**src/hdl/mqpd_pkg.sv**
```systemverilog
// Shared types and codes for the multi-class queue bank.
package mqpd_pkg;

    localparam int CLASS_W = 5;
    localparam int MODE_W  = 2;
    localparam int CODE_W  = 3;
    localparam int FILL_W  = 4;

    // Request modes
    localparam logic [MODE_W-1:0] MODE_ADD  = 2'd0;
    localparam logic [MODE_W-1:0] MODE_POP  = 2'd1;
    localparam logic [MODE_W-1:0] MODE_DUMP = 2'd2;
    localparam logic [MODE_W-1:0] MODE_NOP  = 2'd3;

    // Result codes
    localparam logic [CODE_W-1:0] RC_ADDED  = 3'd0;
    localparam logic [CODE_W-1:0] RC_FULL   = 3'd1;
    localparam logic [CODE_W-1:0] RC_POPPED = 3'd2;
    localparam logic [CODE_W-1:0] RC_EMPTY  = 3'd3;
    localparam logic [CODE_W-1:0] RC_DUMP   = 3'd4;

    // Decoded operation handed from front to back
    typedef enum logic [2:0] {
        OP_ADD,
        OP_POP,
        OP_DUMP,
        OP_REJECT,
        OP_MISS
    } op_t;

    typedef struct packed {
        op_t                op;
        logic [CLASS_W-1:0] cls;
        logic               urgent;
    } cmd_t;

    typedef enum logic {
        ST_IDLE,
        ST_EXEC
    } state_t;

endpackage

```
**src/hdl/mqpd_if.sv**
```systemverilog
// Request and response channel interfaces.
interface mqpd_req_if #(parameter int ID_WIDTH = 16);
    logic                valid;
    logic                ready;
    logic [1:0]          mode;
    logic [4:0]          class_index;
    logic [ID_WIDTH-1:0] entry_id;
    logic                urgent;

    modport source (output valid, output mode, output class_index, output entry_id,
                    output urgent, input ready);
    modport sink   (input valid, input mode, input class_index, input entry_id,
                    input urgent, output ready);
endinterface

interface mqpd_rsp_if #(parameter int ID_WIDTH = 16);
    logic                valid;
    logic                ready;
    logic [2:0]          result_code;
    logic [4:0]          queue_index;
    logic [ID_WIDTH-1:0] out_entry_id;
    logic                out_urgent;
    logic [3:0]          fill_count;
    logic                last;

    modport source (output valid, output result_code, output queue_index,
                    output out_entry_id, output out_urgent, output fill_count,
                    output last, input ready);
    modport sink   (input valid, input result_code, input queue_index,
                    input out_entry_id, input out_urgent, input fill_count,
                    input last, output ready);
endinterface

```
**src/hdl/mqpd_front.sv**
```systemverilog
// Front end: accepts requests and decodes them into commands.
module mqpd_front #(
    parameter int NUM_QUEUES = 32,
    parameter int ID_WIDTH   = 16
) (
    mqpd_req_if.sink            req,
    output logic                cmd_valid,
    input  logic                cmd_ready,
    output mqpd_pkg::cmd_t      cmd,
    output logic [ID_WIDTH-1:0] cmd_id
);
    import mqpd_pkg::*;

    logic in_range;

    assign req.ready = cmd_ready;
    assign in_range  = (int'(req.class_index) < NUM_QUEUES);

    // Mode 3 is taken and dropped
    assign cmd_valid  = req.valid && (req.mode != MODE_NOP);
    assign cmd_id     = req.entry_id;

    always_comb
    begin
        cmd.cls    = req.class_index;
        cmd.urgent = req.urgent;
        case (req.mode)
            MODE_ADD:  cmd.op = in_range ? OP_ADD  : OP_REJECT;
            MODE_POP:  cmd.op = in_range ? OP_POP  : OP_MISS;
            MODE_DUMP: cmd.op = in_range ? OP_DUMP : OP_MISS;
            default:   cmd.op = OP_MISS;
        endcase
    end

endmodule

```
**src/hdl/mqpd_cmd_fifo.sv**
```systemverilog
// Two-entry command queue between front and back.
module mqpd_cmd_fifo #(
    parameter int W = 8
) (
    input  logic         clk,
    input  logic         rst_n,
    input  logic         in_valid,
    output logic         in_ready,
    input  logic [W-1:0] in_data,
    output logic         out_valid,
    input  logic         out_ready,
    output logic [W-1:0] out_data
);
    logic [W-1:0] slot_reg [2];
    logic         wr_ptr_reg, wr_ptr_next;
    logic         rd_ptr_reg, rd_ptr_next;
    logic [1:0]   count_reg, count_next;
    logic         push, pop;

    assign in_ready  = (count_reg != 2'd2);
    assign out_valid = (count_reg != 2'd0);
    assign out_data  = slot_reg[rd_ptr_reg];
    assign push      = in_valid && in_ready;
    assign pop       = out_valid && out_ready;

    always_comb
    begin
        wr_ptr_next = push ? ~wr_ptr_reg : wr_ptr_reg;
        rd_ptr_next = pop  ? ~rd_ptr_reg : rd_ptr_reg;
        count_next  = count_reg + {1'b0, push} - {1'b0, pop};
    end

    always_ff @(posedge clk or negedge rst_n)
    begin
        if (!rst_n)
        begin
            wr_ptr_reg <= 1'b0;
            rd_ptr_reg <= 1'b0;
            count_reg  <= 2'd0;
        end
        else
        begin
            wr_ptr_reg <= wr_ptr_next;
            rd_ptr_reg <= rd_ptr_next;
            count_reg  <= count_next;
        end
    end

    always_ff @(posedge clk)
    begin
        if (push)
            slot_reg[wr_ptr_reg] <= in_data;
    end

endmodule

```
**src/hdl/mqpd_back.sv**
```systemverilog
// Back end: per-class circular queues in one memory, plus the result register.
module mqpd_back #(
    parameter int NUM_QUEUES  = 32,
    parameter int QUEUE_DEPTH = 8,
    parameter int ID_WIDTH    = 16
) (
    input  logic                clk,
    input  logic                rst_n,
    input  logic                cmd_valid,
    output logic                cmd_ready,
    input  mqpd_pkg::cmd_t      cmd,
    input  logic [ID_WIDTH-1:0] cmd_id,
    mqpd_rsp_if.source          rsp
);
    import mqpd_pkg::*;

    localparam int SLOTS = NUM_QUEUES * QUEUE_DEPTH;
    localparam int AW    = (SLOTS > 1) ? $clog2(SLOTS) : 1;
    localparam int QW    = (NUM_QUEUES > 1) ? $clog2(NUM_QUEUES) : 1;
    localparam int SW    = (QUEUE_DEPTH > 1) ? $clog2(QUEUE_DEPTH) : 1;
    localparam int SW1   = SW + 1;
    localparam int FW    = $clog2(QUEUE_DEPTH + 1);

    // Memory word: {urgent, id}
    logic [ID_WIDTH:0] mem [SLOTS];
    logic [ID_WIDTH:0] rd_data_reg;
    logic              re, we;
    logic [AW-1:0]     ra, wa;
    logic [ID_WIDTH:0] wd;

    logic [SW-1:0] head_reg [NUM_QUEUES];
    logic [FW-1:0] fill_reg [NUM_QUEUES];

    state_t              state_reg, state_next;
    cmd_t                cmd_reg;
    logic [ID_WIDTH-1:0] id_reg;
    logic [QW-1:0]       qi_reg;
    logic [SW-1:0]       head_sel_reg;
    logic [FW-1:0]       len_reg;
    logic [SW-1:0]       idx_reg, idx_next;

    logic [QW+4:0]       qi_ext;
    logic [QW-1:0]       qi_in;
    logic                upd;
    logic [SW-1:0]       head_new;
    logic [FW-1:0]       fill_new;

    logic                out_valid_reg;
    logic [CODE_W-1:0]   code_reg;
    logic [CLASS_W-1:0]  qidx_reg;
    logic [ID_WIDTH-1:0] oid_reg;
    logic                ourg_reg;
    logic [FW-1:0]       ofill_reg;
    logic                last_reg;
    logic [FW+3:0]       ofill_ext;

    logic                out_free, emit;
    logic [CODE_W-1:0]   e_code;
    logic [ID_WIDTH-1:0] e_id;
    logic                e_urg;
    logic [FW-1:0]       e_fill;
    logic                e_last;
    logic                dump_more;

    function automatic logic [SW-1:0] slot_add(input logic [SW-1:0] a,
                                               input logic [SW-1:0] b);
        logic [SW1-1:0] s;
        s = {1'b0, a} + {1'b0, b};
        if (s >= SW1'(QUEUE_DEPTH))
            s = s - SW1'(QUEUE_DEPTH);
        return s[SW-1:0];
    endfunction

    function automatic logic [SW-1:0] slot_dec(input logic [SW-1:0] a);
        return (a == '0) ? SW'(QUEUE_DEPTH - 1) : a - 1'b1;
    endfunction

    function automatic logic [AW-1:0] addr(input logic [QW-1:0] q, input logic [SW-1:0] s);
        return AW'(q) * AW'(QUEUE_DEPTH) + AW'(s);
    endfunction

    assign qi_ext    = {{QW{1'b0}}, cmd.cls};
    assign qi_in     = qi_ext[QW-1:0];
    assign out_free  = !out_valid_reg || rsp.ready;
    assign cmd_ready = (state_reg == ST_IDLE);

    always_comb
    begin
        state_next = state_reg;
        idx_next   = idx_reg;
        re         = 1'b0;
        ra         = '0;
        we         = 1'b0;
        wa         = '0;
        wd         = {cmd_reg.urgent, id_reg};
        upd        = 1'b0;
        head_new   = head_sel_reg;
        fill_new   = len_reg;
        emit       = 1'b0;
        e_code     = RC_EMPTY;
        e_id       = '0;
        e_urg      = 1'b0;
        e_fill     = '0;
        e_last     = 1'b1;
        dump_more  = 1'b0;
        case (state_reg)
            ST_IDLE:
            begin
                if (cmd_valid)
                begin
                    state_next = ST_EXEC;
                    // Prefetch the head slot for pop and dump
                    re = (cmd.op == OP_POP) || (cmd.op == OP_DUMP);
                    ra = addr(qi_in, head_reg[qi_in]);
                end
            end
            ST_EXEC:
            begin
                if (out_free)
                begin
                    emit = 1'b1;
                    case (cmd_reg.op)
                        OP_REJECT:
                            e_code = RC_FULL;
                        OP_ADD:
                        begin
                            if (len_reg == FW'(QUEUE_DEPTH))
                            begin
                                e_code = RC_FULL;
                                e_fill = len_reg;
                            end
                            else
                            begin
                                we       = 1'b1;
                                head_new = cmd_reg.urgent ? slot_dec(head_sel_reg)
                                                          : head_sel_reg;
                                wa       = addr(qi_reg, cmd_reg.urgent ? head_new :
                                                slot_add(head_sel_reg, len_reg[SW-1:0]));
                                upd      = 1'b1;
                                fill_new = len_reg + 1'b1;
                                e_code   = RC_ADDED;
                                e_fill   = fill_new;
                            end
                        end
                        OP_POP:
                        begin
                            if (len_reg != '0)
                            begin
                                upd      = 1'b1;
                                head_new = slot_add(head_sel_reg, SW'(1));
                                fill_new = len_reg - 1'b1;
                                e_code   = RC_POPPED;
                                e_id     = rd_data_reg[ID_WIDTH-1:0];
                                e_urg    = rd_data_reg[ID_WIDTH];
                                e_fill   = fill_new;
                            end
                        end
                        OP_DUMP:
                        begin
                            if (len_reg != '0)
                            begin
                                e_code = RC_DUMP;
                                e_id   = rd_data_reg[ID_WIDTH-1:0];
                                e_urg  = rd_data_reg[ID_WIDTH];
                                e_fill = len_reg;
                                e_last = (FW'(idx_reg) + 1'b1 == len_reg);
                                if (!e_last)
                                begin
                                    dump_more = 1'b1;
                                    idx_next  = idx_reg + 1'b1;
                                    re        = 1'b1;
                                    ra        = addr(qi_reg, slot_add(head_sel_reg, idx_next));
                                end
                            end
                        end
                        default:
                            e_code = RC_EMPTY;
                    endcase
                    if (!dump_more)
                    begin
                        state_next = ST_IDLE;
                        idx_next   = '0;
                    end
                end
            end
            default:
                state_next = ST_IDLE;
        endcase
    end

    always_ff @(posedge clk or negedge rst_n)
    begin
        if (!rst_n)
        begin
            state_reg     <= ST_IDLE;
            idx_reg       <= '0;
            out_valid_reg <= 1'b0;
            for (int i = 0; i < NUM_QUEUES; i++)
            begin
                head_reg[i] <= '0;
                fill_reg[i] <= '0;
            end
        end
        else
        begin
            state_reg <= state_next;
            idx_reg   <= idx_next;
            if (emit)
                out_valid_reg <= 1'b1;
            else if (rsp.ready)
                out_valid_reg <= 1'b0;
            if (upd)
            begin
                head_reg[qi_reg] <= head_new;
                fill_reg[qi_reg] <= fill_new;
            end
        end
    end

    // Command latch; bad classes never use the table lookups
    always_ff @(posedge clk)
    begin
        if (cmd_valid && cmd_ready)
        begin
            cmd_reg <= cmd;
            id_reg  <= cmd_id;
            qi_reg  <= qi_in;
            if ((cmd.op == OP_REJECT) || (cmd.op == OP_MISS))
            begin
                head_sel_reg <= '0;
                len_reg      <= '0;
            end
            else
            begin
                head_sel_reg <= head_reg[qi_in];
                len_reg      <= fill_reg[qi_in];
            end
        end
        if (emit)
        begin
            code_reg  <= e_code;
            qidx_reg  <= cmd_reg.cls;
            oid_reg   <= e_id;
            ourg_reg  <= e_urg;
            ofill_reg <= e_fill;
            last_reg  <= e_last;
        end
    end

    always_ff @(posedge clk)
    begin
        if (we)
            mem[wa] <= wd;
        if (re)
            rd_data_reg <= mem[ra];
    end

    assign ofill_ext        = {4'b0, ofill_reg};
    assign rsp.valid        = out_valid_reg;
    assign rsp.result_code  = code_reg;
    assign rsp.queue_index  = qidx_reg;
    assign rsp.out_entry_id = oid_reg;
    assign rsp.out_urgent   = ourg_reg;
    assign rsp.fill_count   = ofill_ext[3:0];
    assign rsp.last         = last_reg;

endmodule

```
**src/hdl/multi_queue_priority_deque.sv**
```systemverilog
// Top level of the multi-class bounded queue bank with head insertion.
//
//  channel | direction | transaction
//  --------+-----------+-------------------------------------------------------
//  req     | in        | mode, class_index, entry_id, urgent
//  rsp     | out       | result_code, queue_index, out_entry_id, out_urgent,
//          |           | fill_count, last
//
// Add, pop and rejected requests pass the back-end state ST_IDLE, which fetches the
// class's head pointer and fill count and prefetches the head slot, then ST_EXEC,
// which updates the queue and loads the result register. A dump stays in ST_EXEC
// for one result per entry, bound by the single registered read port of the entry
// memory (one result for an empty class). Mode 3 transactions are taken by the
// front and dropped. Reset clears every fill count and head pointer at once; there
// is no clearing pass. The front keeps accepting into a two-entry command queue
// while the back waits on a stalled rsp channel; results are never dropped or reordered.
module multi_queue_priority_deque #(
    parameter int NUM_QUEUES  = 32,
    parameter int QUEUE_DEPTH = 8,
    parameter int ID_WIDTH    = 16
) (
    input  logic       clk,
    input  logic       rst_n,
    mqpd_req_if.sink   req,
    mqpd_rsp_if.source rsp
);
    import mqpd_pkg::*;

    localparam int CW = $bits(cmd_t) + ID_WIDTH;

    // Front to queue
    logic                f_valid, f_ready;
    cmd_t                f_cmd;
    logic [ID_WIDTH-1:0] f_id;

    // Queue to back
    logic                b_valid, b_ready;
    logic [CW-1:0]       b_data;
    cmd_t                b_cmd;
    logic [ID_WIDTH-1:0] b_id;

    mqpd_front #(
        .NUM_QUEUES (NUM_QUEUES),
        .ID_WIDTH   (ID_WIDTH)
    ) u_front (
        .req       (req),
        .cmd_valid (f_valid),
        .cmd_ready (f_ready),
        .cmd       (f_cmd),
        .cmd_id    (f_id)
    );

    mqpd_cmd_fifo #(
        .W (CW)
    ) u_cmd_fifo (
        .clk       (clk),
        .rst_n     (rst_n),
        .in_valid  (f_valid),
        .in_ready  (f_ready),
        .in_data   ({f_cmd, f_id}),
        .out_valid (b_valid),
        .out_ready (b_ready),
        .out_data  (b_data)
    );

    assign b_cmd = cmd_t'(b_data[CW-1:ID_WIDTH]);
    assign b_id  = b_data[ID_WIDTH-1:0];

    mqpd_back #(
        .NUM_QUEUES  (NUM_QUEUES),
        .QUEUE_DEPTH (QUEUE_DEPTH),
        .ID_WIDTH    (ID_WIDTH)
    ) u_back (
        .clk       (clk),
        .rst_n     (rst_n),
        .cmd_valid (b_valid),
        .cmd_ready (b_ready),
        .cmd       (b_cmd),
        .cmd_id    (b_id),
        .rsp       (rsp)
    );

endmodule

```
**src/flat_wrapper.sv**
```systemverilog
// flat-port wrapper written by rule: the top's interface ports become plain ports
module multi_queue_priority_deque_flat import mqpd_pkg::*;
#(
    parameter int NUM_QUEUES  = 32,
    parameter int QUEUE_DEPTH = 8,
    parameter int ID_WIDTH    = 16
)
  (clk, rst_n, req_valid, req_mode, req_class_index, req_entry_id, req_urgent, req_ready, rsp_valid, rsp_result_code, rsp_queue_index, rsp_out_entry_id, rsp_out_urgent, rsp_fill_count, rsp_last, rsp_ready);
  mqpd_req_if #(.ID_WIDTH(ID_WIDTH)) req_i ();
  mqpd_rsp_if #(.ID_WIDTH(ID_WIDTH)) rsp_i ();
  input  logic clk;
  input  logic rst_n;
  input wire logic [$bits(req_i.valid)-1:0] req_valid;
  input wire logic [$bits(req_i.mode)-1:0] req_mode;
  input wire logic [$bits(req_i.class_index)-1:0] req_class_index;
  input wire logic [$bits(req_i.entry_id)-1:0] req_entry_id;
  input wire logic [$bits(req_i.urgent)-1:0] req_urgent;
  output wire logic [$bits(req_i.ready)-1:0] req_ready;
  output wire logic [$bits(rsp_i.valid)-1:0] rsp_valid;
  output wire logic [$bits(rsp_i.result_code)-1:0] rsp_result_code;
  output wire logic [$bits(rsp_i.queue_index)-1:0] rsp_queue_index;
  output wire logic [$bits(rsp_i.out_entry_id)-1:0] rsp_out_entry_id;
  output wire logic [$bits(rsp_i.out_urgent)-1:0] rsp_out_urgent;
  output wire logic [$bits(rsp_i.fill_count)-1:0] rsp_fill_count;
  output wire logic [$bits(rsp_i.last)-1:0] rsp_last;
  input wire logic [$bits(rsp_i.ready)-1:0] rsp_ready;
  assign req_i.valid = req_valid;
  assign req_i.mode = req_mode;
  assign req_i.class_index = req_class_index;
  assign req_i.entry_id = req_entry_id;
  assign req_i.urgent = req_urgent;
  assign req_ready = req_i.ready;
  assign rsp_valid = rsp_i.valid;
  assign rsp_result_code = rsp_i.result_code;
  assign rsp_queue_index = rsp_i.queue_index;
  assign rsp_out_entry_id = rsp_i.out_entry_id;
  assign rsp_out_urgent = rsp_i.out_urgent;
  assign rsp_fill_count = rsp_i.fill_count;
  assign rsp_last = rsp_i.last;
  assign rsp_i.ready = rsp_ready;
  multi_queue_priority_deque #(.NUM_QUEUES(NUM_QUEUES), .QUEUE_DEPTH(QUEUE_DEPTH), .ID_WIDTH(ID_WIDTH)) u_core (.clk(clk), .rst_n(rst_n), .req(req_i), .rsp(rsp_i));
endmodule
```
**config.mk**
```make
export PLATFORM = sky130hd
export DESIGN_NAME = multi_queue_priority_deque_flat
export DESIGN_NICKNAME = d
export VERILOG_FILES = /design/src/hdl/mqpd_pkg.sv /design/src/hdl/mqpd_if.sv /design/src/hdl/mqpd_front.sv /design/src/hdl/mqpd_cmd_fifo.sv /design/src/hdl/mqpd_back.sv /design/src/hdl/multi_queue_priority_deque.sv /design/src/flat_wrapper.sv
export SDC_FILE = /design/constraint.sdc
export NUM_CORES = 2
export LEC_CHECK = 0
export BUFFER_PORTS_ARGS = -buffer_cell sky130_fd_sc_hd__buf_4
export CORE_MARGIN = 4
export CORE_UTILIZATION = 60
export DETAILED_ROUTE_END_ITERATION = 6
export PLACE_DENSITY = 0.76
export SYNTH_ARGS = -nofsm -noshare
export SYNTH_HDL_FRONTEND = slang
export SYNTH_MEMORY_MAX_BITS = 65536
export SYNTH_SLANG_ARGS = --single-unit
```
**constraint.sdc**
```tcl
create_clock -name clk -period 8.6 [get_ports clk]
set_input_delay 1.72 -clock clk [delete_from_list [all_inputs] [get_ports clk]]
set_output_delay 1.72 -clock clk [all_outputs]
set_load 0.005 [all_outputs]
```
==> run_results.csv <==
group,metric,value,unit
sta,setup_viol,0,
finish,area_growth,11.6,%
placed_design,gp_congestion,0.926,
yosys,ys.flop_type,"edfxtp_1",
critical_path,ff2ff_setup_slack,0.58,ns
sta,min_period,8.02,ns
finish,nFillCells,19389,
sta,finalHoldViolations,0,
drt,wl_per_cell,32.1,um
clock_network,postCtsSetupBuffers,0,
sta,rsz0062_at_grt,"no",
critical_path,worstSetupStartpoint,"u_core.u_back.len_reg[0]",
yosys,synthArstFlopShare,0.0494,
pwr,leakage,72.4,nW
yosys,ys_types,84,
global_route,grt_overflow,0,
critical_path,critPathRequiredTime,9.30,ns
drt,drtIter0Drc,18397,
sta,tightest_slew,1.41,ns
floorplanning,core_area,306000,sq um
drt,vias,108238,
finish,drive_gt1_frac,0.132,
finish,largest_register_ffs,4352,
floorplanning,io_pins,60,
critical_path,crit_fanout,103,
clock_network,cts_tree,"done",
floorplanning,start_util,0.602,
yosys,ys_top_cells_by_count,"4481 x edfxtp_1, 1421 x nand2_1, 1154 x mux2i_1, 365 x clkbuf_1, 363 x o22ai_1",
sta,worst_slack,0.582,ns
critical_path,critPathKind,"flip-flop to flip-flop",
clock_network,htree_levels,5,
status,violations,"DRC",
yosys,yosys.area.top_type,"edfxtp_1",
clock_network,cts_buffer_depth,4,
yosys,synth_warnings,0,
global_route,antenna_found_initial,37,
yosys,syn_nets,11122,
clock_network,ctsHoldBuffers,0,
yosys,seq_area_frac_synth,0.762,
clock_network,clockRootBuffer,"clkbuf_16",
global_route,grt_max_degree,209,
yosys,ys_top_cells_by_area,"edfxtp_1 73%, mux2i_1 6.3%, mux4_2 3.2%, dfrtp_1 3.2%, nand2_1 2.9%",
pwr,irDropWorstVdd,333,uV
floorplanning,die_area,316000,sq um
global_route,grt_pass1_vias,104724,
yosys,synth_area,184000,sq um
min_path,min_from,"u_core.u_back.fill_reg[41]",
drt,drt-pass1-iter-count,7,
global_route,grt_util_all_layers,0.317,
clock_network,cts_made_buffers,450,
sta,period_share,0.932,
yosys,ys_ff_latch,4714,
drt,drt-vias-per-instance,6.81,
placed_design,portBuffers,59,
status,outcome,"complete, but fails checks",
sta,whs,0.479,ns
clock_network,clk_pin_slew,0.06,ns
yosys,synth_top_area_share,0.731,
pwr,powerDensity,346,nW/um^2
clock_network,numClockSinks,4714,
critical_path,r2r-start,"u_core.u_back.len_reg[0]",
flow_run,drv_cap,0,
placed_design,pre_cts_ws,0.356,ns
drt,wirelength,510,mm
finish,stdcell_count,15899,
critical_path,critPathCaptureType,"flip-flop",
drt,antenna_left,0,
floorplanning,die_x,562,um
yosys,avgSynthCellArea,16.6,sq um
yosys,synth.most_common_cell,"edfxtp_1",
finish,num-nets-final,11451,
placed_design,dp_cells,15057,
sta,drv_slew,0,
placed_design,dpl.hpwl,302,mm
sta,relSlewSlack,0.0560,
yosys,synth_cells,11080,
min_path,hold_path_class,"flip-flop to flip-flop",
drt,drc,2,
critical_path,cp.arrival,8.72,ns
sta,fmax,0.125,GHz
sta,fin_worst_skew,0.0728,ns
clock_network,clock_latency,0.99,ns
critical_path,startpoint_type,"flip-flop",
clock_network,cts_resized,0,
sta,final.setup.tns,0,ns
floorplanning,fp.dieH,562,um
finish,post-route-util,0.672,
yosys,synth_edf_count,4481,
floorplanning,num_rows,203,
global_route,grt_first_pass_wirelength,730,mm
-- final cells by class --
type | instances | area (sq um) | area share
clock inverters | 265 | 2330 | 0.0113
clock buffers | 561 | 11900 | 0.0580
multi-input cells | 5647 | 40800 | 0.199
flip-flops and latches | 4714 | 140000 | 0.683
diodes | 16 | 40.0 | 0.000195
well taps | 4100 | 5130 | 0.0249
repair buffers | 569 | 4880 | 0.0237
inverters | 27 | 104 | 0.000505
-- worst max-delay path: stages (launching register included) --
cell and delay [ns]:
edfxtp_1 0.63, inv_1 0.17, ha_1 0.30, or3b_1 0.55, nand3_1 0.28, inv_2 0.13
and2_1 0.47, inv_2 0.22, nor2_1 0.19, a31oi_2 0.10, a221oi_2 1.16, and2_4 0.72
buf_12 0.45, a221oi_1 0.36, o31ai_1 0.30, and3_1 0.44, a31oi_1 0.46, a2111o_1 0.50
-- per-layer routing --
metal / track usage / routed length [um] / part of all wire
met1: 0.429 / 179000 / 0.35
met2: 0.481 / 233000 / 0.46
met3: 0.0735 / 63900 / 0.13
met4: 0.177 / 34200 / 0.067
met5: 0 / 83 / 0.00016
-- cell usage in the layout (no fill, tap or decap), types with 185 or more instances in the layout --
cell       synthesis  final
a221oi_1         185    185
buf_4             54    520
clkbuf_16          0    460
dfrtp_1          233    232
edfxtp_1        4481   4481
mux2i_1         1154   1151
mux4_2           263    263
nand2_1         1421   1414
nand3_1          360    350
nor2_1           351    323
o21ai_0          285    284
o22ai_1          363    362
-- where the power goes --
| group | total (mW) | switching (mW) | internal, mW |
|---|---|---|---|
| clock network | 19.2 | 8.37 | 10.8 |
| registers | 29.2 | 0.597 | 28.6 |
| logic | 22.7 | 16.0 | 6.75 |
-- cell families (layout without fill, tap and decap cells) --
logic type,count (synthesis),after routing,synth area share
other cells,0,16,0
buf+inv,719,1422,0.0180
mux,1437,1437,0.0962
xor+xnor,14,14,0.000740
flops,4714,4714,0.762
fa+ha+maj,14,14,0.00103
simple gates,2579,2579,0.0613
compound gates,1603,1603,0.0606
-- path summary, 6_finish.rpt --
path	endpoint	cells past startpoint
worst max-delay path	u_core.u_back.rd_data_reg[11]	17
min in group asynchronous	u_core.u_back.idx_reg[2]	1
worst min-delay path	u_core.u_back.fill_reg[41]	2
max in group asynchronous	u_core.u_cmd_fifo.rd_ptr_reg	2
worst max register to register	u_core.u_back.rd_data_reg[11]	17
worst min register to register	u_core.u_back.fill_reg[41]	2
-- through the flow --
step                area (sq um)  power, mW
global route              206000       73.0
global placement          191000       51.0
finish                    206000       71.0
detailed placement        191000       51.6
CTS                       206000       70.6
floorplan                 184000       43.3
(Power assumes the default switching activity.)
